### src/rtl/core/pixel_point_op_ellipse_roi_defines.svh
// -----------------------------------------------------------------------------
// Assertion macros for the ellipse ROI point-op block
// Shared property wrappers used by the RTL checks.
// -----------------------------------------------------------------------------
`ifndef PIXEL_POINT_OP_ELLIPSE_ROI_DEFINES_SVH
`define PIXEL_POINT_OP_ELLIPSE_ROI_DEFINES_SVH

// Same-cycle implication, masked while reset is high.
`define PPOE_ASSERT_IMPLY(label, clk, rst, ante, cons) \
  label: assert property (@(posedge clk) disable iff (rst) (ante) |-> (cons)) \
    else $error("ppoe check failed");

// Next-cycle implication, checked through reset as well.
`define PPOE_ASSERT_NEXT(label, clk, ante, cons) \
  label: assert property (@(posedge clk) (ante) |=> (cons)) \
    else $error("ppoe check failed");

`endif

### src/rtl/core/ppoe_pkg.sv
// -----------------------------------------------------------------------------
// ppoe_pkg
// Shared types and constants for the ellipse ROI point-op pipeline.
// -----------------------------------------------------------------------------
package ppoe_pkg;

  localparam int COORD_BITS_DEF = 10;
  localparam int CFG_IDX_W      = 3;

  // register map
  typedef enum logic [CFG_IDX_W-1:0] {
    REG_OP_MODE    = 3'd0,
    REG_THRESHOLD  = 3'd1,
    REG_BRIGHTNESS = 3'd2,
    REG_MASK_EN    = 3'd3,
    REG_CENTER_X   = 3'd4,
    REG_CENTER_Y   = 3'd5,
    REG_RADIUS_X   = 3'd6,
    REG_RADIUS_Y   = 3'd7
  } cfg_reg_e;

  localparam logic [7:0] THRESHOLD_RST = 8'd127;

  typedef enum logic {
    OP_THRESHOLD  = 1'b0,
    OP_BRIGHTNESS = 1'b1
  } op_mode_e;

  typedef struct packed {
    logic [7:0] red;
    logic [7:0] green;
    logic [7:0] blue;
  } rgb_t;

  // per-stage load strobes
  typedef struct packed {
    logic s1;
    logic s2;
    logic s3;
    logic s4;
  } stage_ld_t;

endpackage

### src/rtl/core/ppoe_pix_in_if.sv
// -----------------------------------------------------------------------------
// ppoe_pix_in_if
// Pixel input channel: position plus RGB, valid/ready handshake.
// -----------------------------------------------------------------------------
interface ppoe_pix_in_if #(
  parameter int COORD_BITS = ppoe_pkg::COORD_BITS_DEF
);
  logic                  valid;
  logic                  ready;
  logic [COORD_BITS-1:0] pos_x;
  logic [COORD_BITS-1:0] pos_y;
  logic [7:0]            in_red;
  logic [7:0]            in_green;
  logic [7:0]            in_blue;

  modport source (output valid, pos_x, pos_y, in_red, in_green, in_blue, input ready);
  modport sink   (input valid, pos_x, pos_y, in_red, in_green, in_blue, output ready);
endinterface

### src/rtl/core/ppoe_pix_out_if.sv
// -----------------------------------------------------------------------------
// ppoe_pix_out_if
// Processed pixel channel: RGB plus changed flag, valid/ready handshake.
// -----------------------------------------------------------------------------
interface ppoe_pix_out_if;
  logic       valid;
  logic       ready;
  logic [7:0] out_red;
  logic [7:0] out_green;
  logic [7:0] out_blue;
  logic       was_changed;

  modport source (output valid, out_red, out_green, out_blue, was_changed, input ready);
  modport sink   (input valid, out_red, out_green, out_blue, was_changed, output ready);
endinterface

### src/rtl/core/ppoe_pixel_op.sv
// -----------------------------------------------------------------------------
// ppoe_pixel_op
// Threshold to black/white or saturating brightness offset on one pixel.
// -----------------------------------------------------------------------------
module ppoe_pixel_op (
  input  logic              op_mode,
  input  logic [7:0]        threshold_level,
  input  logic signed [8:0] brightness_offset,
  input  ppoe_pkg::rgb_t    pix,
  output ppoe_pkg::rgb_t    result
);
  import ppoe_pkg::*;

  localparam logic [7:0] PIX_MAX = 8'd255;

  function automatic logic [7:0] add_clamp(logic [7:0] chan, logic signed [8:0] off);
    logic signed [9:0] sum;
    sum = $signed({2'b00, chan}) + $signed({off[8], off});
    if (sum < 0) begin
      add_clamp = '0;
    end else if (sum > $signed({2'b00, PIX_MAX})) begin
      add_clamp = PIX_MAX;
    end else begin
      add_clamp = sum[7:0];
    end
  endfunction

  logic [7:0] bw;

  // packed R:G:B compared against t:t:t
  assign bw = ({pix.red, pix.green, pix.blue} <
               {threshold_level, threshold_level, threshold_level}) ? 8'd0 : PIX_MAX;

  always_comb begin
    case (op_mode_e'(op_mode))
      OP_THRESHOLD: begin
        result = '{red: bw, green: bw, blue: bw};
      end
      OP_BRIGHTNESS: begin
        result.red   = add_clamp(pix.red,   brightness_offset);
        result.green = add_clamp(pix.green, brightness_offset);
        result.blue  = add_clamp(pix.blue,  brightness_offset);
      end
      default: begin
        result = pix;
      end
    endcase
  end

endmodule

### src/rtl/core/ppoe_ellipse.sv
// -----------------------------------------------------------------------------
// ppoe_ellipse
// Three-stage inside-ellipse test: dx^2*b^2 + dy^2*a^2 <= a^2*b^2.
// -----------------------------------------------------------------------------
module ppoe_ellipse #(
  parameter int COORD_BITS = ppoe_pkg::COORD_BITS_DEF
) (
  input  logic                  clk,
  input  ppoe_pkg::stage_ld_t   ld,
  input  logic [COORD_BITS-1:0] pos_x,
  input  logic [COORD_BITS-1:0] pos_y,
  input  logic [COORD_BITS-1:0] center_x,
  input  logic [COORD_BITS-1:0] center_y,
  input  logic [COORD_BITS-1:0] radius_x,
  input  logic [COORD_BITS-1:0] radius_y,
  output logic                  in_roi
);
  import ppoe_pkg::*;

  localparam int SQ_W = 2 * COORD_BITS;
  localparam int PR_W = 4 * COORD_BITS;

  // stage 1: distances, squared radii
  logic [COORD_BITS-1:0] dx_s1, dy_s1;
  logic [SQ_W-1:0]       a2_s1, b2_s1;
  logic                  zero_s1;
  // stage 2: squared distances
  logic [SQ_W-1:0]       dx2_s2, dy2_s2, a2_s2, b2_s2;
  logic                  zero_s2;
  // stage 3: cross products
  logic [PR_W-1:0]       px_s3, py_s3, pr_s3;
  logic                  zero_s3;
  logic [PR_W:0]         lhs;

  always_ff @(posedge clk) begin
    if (ld.s1) begin
      dx_s1   <= (pos_x >= center_x) ? pos_x - center_x : center_x - pos_x;
      dy_s1   <= (pos_y >= center_y) ? pos_y - center_y : center_y - pos_y;
      a2_s1   <= SQ_W'(radius_x) * SQ_W'(radius_x);
      b2_s1   <= SQ_W'(radius_y) * SQ_W'(radius_y);
      zero_s1 <= (radius_x == '0) || (radius_y == '0);
    end
    if (ld.s2) begin
      dx2_s2  <= SQ_W'(dx_s1) * SQ_W'(dx_s1);
      dy2_s2  <= SQ_W'(dy_s1) * SQ_W'(dy_s1);
      a2_s2   <= a2_s1;
      b2_s2   <= b2_s1;
      zero_s2 <= zero_s1;
    end
    if (ld.s3) begin
      px_s3   <= PR_W'(dx2_s2) * PR_W'(b2_s2);
      py_s3   <= PR_W'(dy2_s2) * PR_W'(a2_s2);
      pr_s3   <= PR_W'(a2_s2) * PR_W'(b2_s2);
      zero_s3 <= zero_s2;
    end
  end

  assign lhs    = {1'b0, px_s3} + {1'b0, py_s3};
  assign in_roi = !zero_s3 && (lhs <= {1'b0, pr_s3});

endmodule

### src/rtl/core/pixel_point_op_ellipse_roi.sv
// -----------------------------------------------------------------------------
// pixel_point_op_ellipse_roi - threshold/brightness point op with ellipse ROI
// Pipeline: 4 register stages; an accepted input passes s1, s2, s3 and then the output register.
// Throughput: 1 pixel per cycle while the sink keeps up; the dx^2*b^2 multiply chain sets the depth.
// Reset: sync, active high; empties the pipe and restores register defaults.
// -----------------------------------------------------------------------------
`include "pixel_point_op_ellipse_roi_defines.svh"

module pixel_point_op_ellipse_roi #(
  parameter int COORD_BITS = ppoe_pkg::COORD_BITS_DEF,
  parameter int CFG_W      = (COORD_BITS > 9) ? COORD_BITS : 9
) (
  input  logic                           clk,
  input  logic                           rst,
  input  logic                           cfg_we,
  input  logic [ppoe_pkg::CFG_IDX_W-1:0] cfg_index,
  input  logic [CFG_W-1:0]               cfg_data,
  ppoe_pix_in_if.sink                    pix_in,
  ppoe_pix_out_if.source                 pix_out
);
  import ppoe_pkg::*;

  // ---------------------------------------------------------------------------
  // Configuration registers
  // ---------------------------------------------------------------------------
  logic                  op_mode;
  logic [7:0]            threshold_level;
  logic signed [8:0]     brightness_offset;
  logic                  mask_enable;
  logic [COORD_BITS-1:0] center_x, center_y, radius_x, radius_y;

  always_ff @(posedge clk) begin
    if (rst) begin
      op_mode           <= OP_THRESHOLD;
      threshold_level   <= THRESHOLD_RST;
      brightness_offset <= '0;
      mask_enable       <= 1'b0;
      center_x          <= '0;
      center_y          <= '0;
      radius_x          <= '0;
      radius_y          <= '0;
    end else if (cfg_we) begin
      case (cfg_reg_e'(cfg_index))
        REG_OP_MODE:    op_mode           <= cfg_data[0];
        REG_THRESHOLD:  threshold_level   <= cfg_data[7:0];
        REG_BRIGHTNESS: brightness_offset <= $signed(cfg_data[8:0]);
        REG_MASK_EN:    mask_enable       <= cfg_data[0];
        REG_CENTER_X:   center_x          <= cfg_data[COORD_BITS-1:0];
        REG_CENTER_Y:   center_y          <= cfg_data[COORD_BITS-1:0];
        REG_RADIUS_X:   radius_x          <= cfg_data[COORD_BITS-1:0];
        REG_RADIUS_Y:   radius_y          <= cfg_data[COORD_BITS-1:0];
        default: ;
      endcase
    end
  end

  // ---------------------------------------------------------------------------
  // Pipeline flow control
  // Each stage loads when it is empty or its contents move on this cycle, so
  // bubbles collapse and a full pipe still takes a transfer every cycle while
  // the sink keeps up. Ready ripples back from the output register.
  // ---------------------------------------------------------------------------
  logic      valid_s1, valid_s2, valid_s3, valid_s4;
  stage_ld_t ld;

  assign ld.s4 = !valid_s4 || pix_out.ready;
  assign ld.s3 = !valid_s3 || ld.s4;
  assign ld.s2 = !valid_s2 || ld.s3;
  assign ld.s1 = !valid_s1 || ld.s2;

  assign pix_in.ready = ld.s1;

  always_ff @(posedge clk) begin
    if (rst) begin
      valid_s1 <= 1'b0;
      valid_s2 <= 1'b0;
      valid_s3 <= 1'b0;
      valid_s4 <= 1'b0;
    end else begin
      if (ld.s1) begin
        valid_s1 <= pix_in.valid;
      end
      if (ld.s2) begin
        valid_s2 <= valid_s1;
      end
      if (ld.s3) begin
        valid_s3 <= valid_s2;
      end
      if (ld.s4) begin
        valid_s4 <= valid_s3;
      end
    end
  end

  // ---------------------------------------------------------------------------
  // Pixel path: the point op is cheap, so it is worked out on entry and both
  // the original and processed pixels ride alongside the geometry stages.
  // ---------------------------------------------------------------------------
  rgb_t pix_src, pix_proc;
  rgb_t orig_s1, orig_s2, orig_s3;
  rgb_t proc_s1, proc_s2, proc_s3;

  assign pix_src = '{red: pix_in.in_red, green: pix_in.in_green, blue: pix_in.in_blue};

  ppoe_pixel_op u_pixel_op (
    .op_mode           (op_mode),
    .threshold_level   (threshold_level),
    .brightness_offset (brightness_offset),
    .pix               (pix_src),
    .result            (pix_proc)
  );

  // Geometry: |d| and r^2, then d^2, then cross products; compare feeds stage 4.
  logic in_roi;

  ppoe_ellipse #(
    .COORD_BITS (COORD_BITS)
  ) u_ellipse (
    .clk      (clk),
    .ld       (ld),
    .pos_x    (pix_in.pos_x),
    .pos_y    (pix_in.pos_y),
    .center_x (center_x),
    .center_y (center_y),
    .radius_x (radius_x),
    .radius_y (radius_y),
    .in_roi   (in_roi)
  );

  logic active;
  assign active = !mask_enable || in_roi;

  always_ff @(posedge clk) begin
    if (ld.s1) begin
      orig_s1 <= pix_src;
      proc_s1 <= pix_proc;
    end
    if (ld.s2) begin
      orig_s2 <= orig_s1;
      proc_s2 <= proc_s1;
    end
    if (ld.s3) begin
      orig_s3 <= orig_s2;
      proc_s3 <= proc_s2;
    end
    // output register: pixels outside the region pass untouched
    if (ld.s4) begin
      pix_out.out_red     <= active ? proc_s3.red   : orig_s3.red;
      pix_out.out_green   <= active ? proc_s3.green : orig_s3.green;
      pix_out.out_blue    <= active ? proc_s3.blue  : orig_s3.blue;
      pix_out.was_changed <= active;
    end
  end

  assign pix_out.valid = valid_s4;

  // ---------------------------------------------------------------------------
  // Checks
  // ---------------------------------------------------------------------------
  // input back-pressure only when every stage holds a pixel
  `PPOE_ASSERT_IMPLY(a_stall_full, clk, rst, !pix_in.ready, valid_s1 && valid_s2 && valid_s3 && valid_s4)
  // reset drains the pipe
  `PPOE_ASSERT_NEXT(a_rst_empty, clk, rst, !valid_s1 && !valid_s2 && !valid_s3 && !valid_s4)
  // a pixel in stage 3 that may advance reaches the output register
  `PPOE_ASSERT_IMPLY(a_s3_moves, clk, rst, valid_s3 && !valid_s4, ld.s4)

endmodule

### src/flat_wrapper.sv
// flat-port wrapper written by rule: the top's interface ports become plain ports
module pixel_point_op_ellipse_roi_flat import ppoe_pkg::*;
#(
  parameter int COORD_BITS = ppoe_pkg::COORD_BITS_DEF,
  parameter int CFG_W      = (COORD_BITS > 9) ? COORD_BITS : 9
)
  (clk, rst, cfg_we, cfg_index, cfg_data, pix_in_valid, pix_in_pos_x, pix_in_pos_y, pix_in_in_red, pix_in_in_green, pix_in_in_blue, pix_in_ready, pix_out_valid, pix_out_out_red, pix_out_out_green, pix_out_out_blue, pix_out_was_changed, pix_out_ready);
  ppoe_pix_in_if #(.COORD_BITS(COORD_BITS)) pix_in_i ();
  ppoe_pix_out_if pix_out_i ();
  input  logic clk;
  input  logic rst;
  input  logic cfg_we;
  input  logic [ppoe_pkg::CFG_IDX_W-1:0] cfg_index;
  input  logic [CFG_W-1:0] cfg_data;
  input wire logic [$bits(pix_in_i.valid)-1:0] pix_in_valid;
  input wire logic [$bits(pix_in_i.pos_x)-1:0] pix_in_pos_x;
  input wire logic [$bits(pix_in_i.pos_y)-1:0] pix_in_pos_y;
  input wire logic [$bits(pix_in_i.in_red)-1:0] pix_in_in_red;
  input wire logic [$bits(pix_in_i.in_green)-1:0] pix_in_in_green;
  input wire logic [$bits(pix_in_i.in_blue)-1:0] pix_in_in_blue;
  output wire logic [$bits(pix_in_i.ready)-1:0] pix_in_ready;
  output wire logic [$bits(pix_out_i.valid)-1:0] pix_out_valid;
  output wire logic [$bits(pix_out_i.out_red)-1:0] pix_out_out_red;
  output wire logic [$bits(pix_out_i.out_green)-1:0] pix_out_out_green;
  output wire logic [$bits(pix_out_i.out_blue)-1:0] pix_out_out_blue;
  output wire logic [$bits(pix_out_i.was_changed)-1:0] pix_out_was_changed;
  input wire logic [$bits(pix_out_i.ready)-1:0] pix_out_ready;
  assign pix_in_i.valid = pix_in_valid;
  assign pix_in_i.pos_x = pix_in_pos_x;
  assign pix_in_i.pos_y = pix_in_pos_y;
  assign pix_in_i.in_red = pix_in_in_red;
  assign pix_in_i.in_green = pix_in_in_green;
  assign pix_in_i.in_blue = pix_in_in_blue;
  assign pix_in_ready = pix_in_i.ready;
  assign pix_out_valid = pix_out_i.valid;
  assign pix_out_out_red = pix_out_i.out_red;
  assign pix_out_out_green = pix_out_i.out_green;
  assign pix_out_out_blue = pix_out_i.out_blue;
  assign pix_out_was_changed = pix_out_i.was_changed;
  assign pix_out_i.ready = pix_out_ready;
  pixel_point_op_ellipse_roi #(.COORD_BITS(COORD_BITS), .CFG_W(CFG_W)) u_core (.clk(clk), .rst(rst), .cfg_we(cfg_we), .cfg_index(cfg_index), .cfg_data(cfg_data), .pix_in(pix_in_i), .pix_out(pix_out_i));
endmodule
### config.mk
export PLATFORM = sky130hd
export DESIGN_NAME = pixel_point_op_ellipse_roi_flat
export DESIGN_NICKNAME = d
export VERILOG_FILES = /design/src/rtl/core/ppoe_pkg.sv /design/src/rtl/core/ppoe_pix_in_if.sv /design/src/rtl/core/ppoe_pix_out_if.sv /design/src/rtl/core/ppoe_pixel_op.sv /design/src/rtl/core/ppoe_ellipse.sv /design/src/rtl/core/pixel_point_op_ellipse_roi.sv /design/src/flat_wrapper.sv
export VERILOG_INCLUDE_DIRS = /design/src /design/src/rtl/core
export SDC_FILE = /design/constraint.sdc
export NUM_CORES = 2
export LEC_CHECK = 0
export ABC_CLOCK_PERIOD_IN_PS = 10400
export BUFFER_PORTS_ARGS = -buffer_cell sky130_fd_sc_hd__buf_2
export CORE_ASPECT_RATIO = 0.7
export CORE_UTILIZATION = 55
export DETAILED_ROUTE_END_ITERATION = 10
export PLACE_DENSITY_LB_ADDON = 0.2
export SLEW_MARGIN = 40
export SYNTH_ARGS = -nofsm -noshare
export SYNTH_HDL_FRONTEND = slang
export SYNTH_SLANG_ARGS = --single-unit
### constraint.sdc
create_clock -name clk -period 10.4 [get_ports clk]
set_input_delay 3.12 -clock clk [delete_from_list [all_inputs] [get_ports clk]]
set_output_delay 3.12 -clock clk [all_outputs]
set_load 0.01 [all_outputs]
==> impl_metrics.tcl <==
set metrics [dict create \
    portBuffers 88 \
    pin_count 89 \
    synthesis.area_sq_um 69700 \
    detailed_place.area_sq_um 71900 \
    ctsLongestPathBuffers 3 \
    grt_pass1_wl_mm 269 \
    slowest_delay_ns 0.93 \
    grt_antenna_before_repair 6 \
    grt_setup_unrepaired "no" \
    synth_cells 6965 \
    core_region_area_sq_um 125000 \
    cp.arrival_ns 8.46 \
    multi_input_comb_area_sq_um 50200 \
    postCtsSetupBuffers 0 \
    final.min_clock_period_ns 8.07 \
    synth_most_common_cell "sky130_fd_sc_hd__inv_1" \
    worst_slew_margin_rel_pct 39.5 \
    worst_setup_hold_path_clk_slew_ns 0.07 \
    yosysTopAreaCellShare_pct 31.0 \
    worstSetupEndpointType "register" \
    flip_flop_and_latch_count_after_synthesis 486 \
    maximum_number_of_pins_on_one_net_before_global_route_repair 119 \
    track_usage_pct 26.7 \
    drc_violations 0 \
    synth_sequential_area_ratio_pct 20.0 \
    synth_enable_flop_cells 423 \
    globalRouteOverflowTotal 0 \
    yosys.area.top_type "sky130_fd_sc_hd__fa_1" \
    cts_hold_buf 0 \
    routed-via-count 47600 \
    power-per-cell-area_nw_per_um2 147 \
    final_hold_viol_count 0 \
    synthTopCellsByArea "sky130_fd_sc_hd__fa_1 (31%), sky130_fd_sc_hd__edfxtp_1 (18%), sky130_fd_sc_hd__ha_1 (15%)" \
    die_height_um 300 \
    worst_hold_slack_ns 0.396 \
    period_share_pct 77.6 \
    peakVddDrop_uv 301 \
    routed_wl_mm 165 \
    crit_type "reg -> reg" \
    number_of_buffers_inserted_during_clock_tree_synthesis 52 \
    worst_hold_path_type "reg -> reg" \
    clock_latency_ns 0.68 \
    ys.flop_type "sky130_fd_sc_hd__edfxtp_1" \
    drt_first_iter_violations 3471 \
    post_synthesis_cell_type_count 95 \
    totalNegativeSetupSlack_ns 0 \
    fin_nets 8961 \
    p_leak_nw 38.3 \
    p_switching_mw 4.62 \
    ys_top_cells_by_count "sky130_fd_sc_hd__inv_1 (1269), sky130_fd_sc_hd__fa_1 (1080), sky130_fd_sc_hd__ha_1 (854), sky130_fd_sc_hd__and2_1 (766), sky130_fd_sc_hd__nand2_1 (686)" \
    drv_cap 0 \
    cts_max_level 2 \
    die_wd_um 427 \
    max_slew.worst_pin.slew_ns 0.908 \
    setup.worst_path.start_class "register" \
    final_antenna_diode_count 0 \
    drive_above_1_share_pct 4.65 \
    max_freq_mhz 124 \
    clockRootBuffer "sky130_fd_sc_hd__clkbuf_16" \
    layout.cells.non_filler 8659 \
    critical_path.max_fanout 20 \
    syn_area_per_cell_sq_um 10.0 \
    clock_skew_ns 0.0614 \
    sequential_cell_area_sq_um 14000 \
    pwr-share-clk_pct 17.6 \
    nFillCells 10500 \
    detail_route.wl_per_cell_um 19.0 \
    p_int_mw 6.21 \
    netSwitchingFraction_pct 42.6 \
    grt_pass1_vias 49300 \
    fp.dieArea_sq_um 128000 \
    floorplan.rows 108 \
    tritoncts "yes" \
    clock-sinks 486 \
    drt-pass1-iter-count 5 \
    run_status "completed" \
    remaining_antenna_violation_count 0 \
    final-max-slew-violation-count 0 \
    dp_hpwl_mm 130 \
    initial_standard_cell_utilization_of_the_core_pct 55.8 \
    placed_cells_incl_taps 8547 \
    vias_per_cell 5.49 \
    worst-endpoint-required_ns 10.79 \
    synthesis.yosys.warnings 0 \
    finish.instance_area_sq_um 73800 \
    crit_path_frequent_cell "sky130_fd_sc_hd__fa_1" \
    layout-area-overhead-vs-synth_pct 5.96 \
    comb_power_share_pct 54.3 \
    place_congestion 0.887 \
    cts-resized-gates 0 \
    sequentialPowerShare_pct 28.1 \
    ys_async_sr_fraction_pct 0 \
    report.final.setup_viol 0 \
    slowest_stage "sky130_fd_sc_hd__edfxtp_1" \
]
-- cell families (layout without fill, tap and decap cells) --
| kind of cell | Yosys count | in the layout | synth area share [%] |
|---|---|---|---|
| muxes | 50 | 50 | 0.776 |
| AOI/OAI and AO/OA | 766 | 766 | 7.09 |
| DFF | 486 | 486 | 20.0 |
| xor gates and xnor gates | 255 | 255 | 3.20 |
| other | 1 | 44 | 0.00538 |
| adders and majority gates | 1934 | 1934 | 46.4 |
| buffers and inverters | 1531 | 1532 | 8.29 |
| and+or+nand+nor | 1942 | 1942 | 14.2 |
-- flip-flops by register name, summed over array words and instances, names as in the netlist, 19 cells and up --
name / cells
u_core.orig_s2: 24
u_core.proc_s1: 24
u_core.u_ellipse.pr_s3: 39
u_core.proc_s3: 24
u_core.u_ellipse.dy2_s2: 19
u_core.proc_s2: 24
u_core.orig_s1: 24
u_core.u_ellipse.dx2_s2: 19
u_core.u_ellipse.b2_s2: 19
u_core.u_ellipse.a2_s2: 19
u_core.u_ellipse.b2_s1: 19
u_core.u_ellipse.a2_s1: 19
u_core.u_ellipse.py_s3: 39
u_core.u_ellipse.px_s3: 39
u_core.orig_s3: 24
-- power by group through the flow --
stage	Sequential [mW]	Clock [mW]	Combinational, mW
floorplan	2.78	0	4.57
global placement	3.21	0	5.48
detailed placement	3.14	0	5.73
CTS	3.10	1.95	5.78
global route	3.06	2.02	6.75
finish	3.04	1.91	5.89
-- layout by cell type, fill, tap and decap left out, types with 88 or more instances in the layout --
master / count
sky130_fd_sc_hd__inv_1: 1268
sky130_fd_sc_hd__fa_1: 1080
sky130_fd_sc_hd__ha_1: 854
sky130_fd_sc_hd__and2_1: 766
sky130_fd_sc_hd__nand2_1: 684
sky130_fd_sc_hd__edfxtp_1: 423
sky130_fd_sc_hd__a21oi_1: 262
sky130_fd_sc_hd__xnor2_1: 188
sky130_fd_sc_hd__nor2_1: 174
sky130_fd_sc_hd__o21ai_0: 146
sky130_fd_sc_hd__a21o_1: 104
sky130_fd_sc_hd__buf_2: 88
-- metrics by stage --
step / power [mW] / utilization [%] / setup WS, ns
detailed placement: 8.87 / 57.6 / 2.46
finish: 10.8 / 59.1 / 2.33
CTS: 10.8 / 59.0 / 2.44
global route: 11.8 / 59.1 / 2.02
floorplan: 7.35 / - / 1.56
global placement: 8.69 / 57.5 / 2.45
-- worst max-delay path: cells and delay by family (launching register included) --
family	cells	cell delay (ns)
adder cells (fa/ha/maj)	8	3.61
AO/OA/AOI/OAI	9	2.43
XOR/XNOR	1	0.08
buffers and inverters	6	0.64
AND/OR/NAND/NOR	1	0.12
flip-flops	1	0.93
-- routing by layer --
layer  share of wire (%)  up-vias  global-route usage (%)
met1                  47    23900                    40.7
li1                    -    22000                       -
met5               0.024        -                       0
met4                 2.1        6                    5.65
met2                  42     1486                    39.1
met3                 8.6      182                    5.51
-- cell type report --
class	instances	share of cell area (%)
inverter	1269	6.46
timing repair buffer	165	1.55
multi-input combinational	4991	68.0
tap	1650	2.80
clock buffer	64	1.86
sequential	486	18.9
clock inverter	34	0.473
-- worst paths after layout --
| kind | slack (ns) | end | start | cells past startpoint |
|---|---|---|---|---|
| max reg2reg | 2.33 | u_core.u_ellipse.pr_s3[39]$_DFFE_PP_ | u_core.u_ellipse.b2_s2[6]$_DFFE_PP_ | 25 |
| max | 2.33 | u_core.u_ellipse.pr_s3[39]$_DFFE_PP_ | u_core.u_ellipse.b2_s2[6]$_DFFE_PP_ | 25 |
| min reg2reg | 0.40 | u_core.proc_s2[7]$_DFFE_PP_ | u_core.proc_s1[7]$_DFFE_PP_ | 0 |
| min | 0.40 | u_core.proc_s2[7]$_DFFE_PP_ | u_core.proc_s1[7]$_DFFE_PP_ | 0 |
Power figures use the tool's default switching activity.
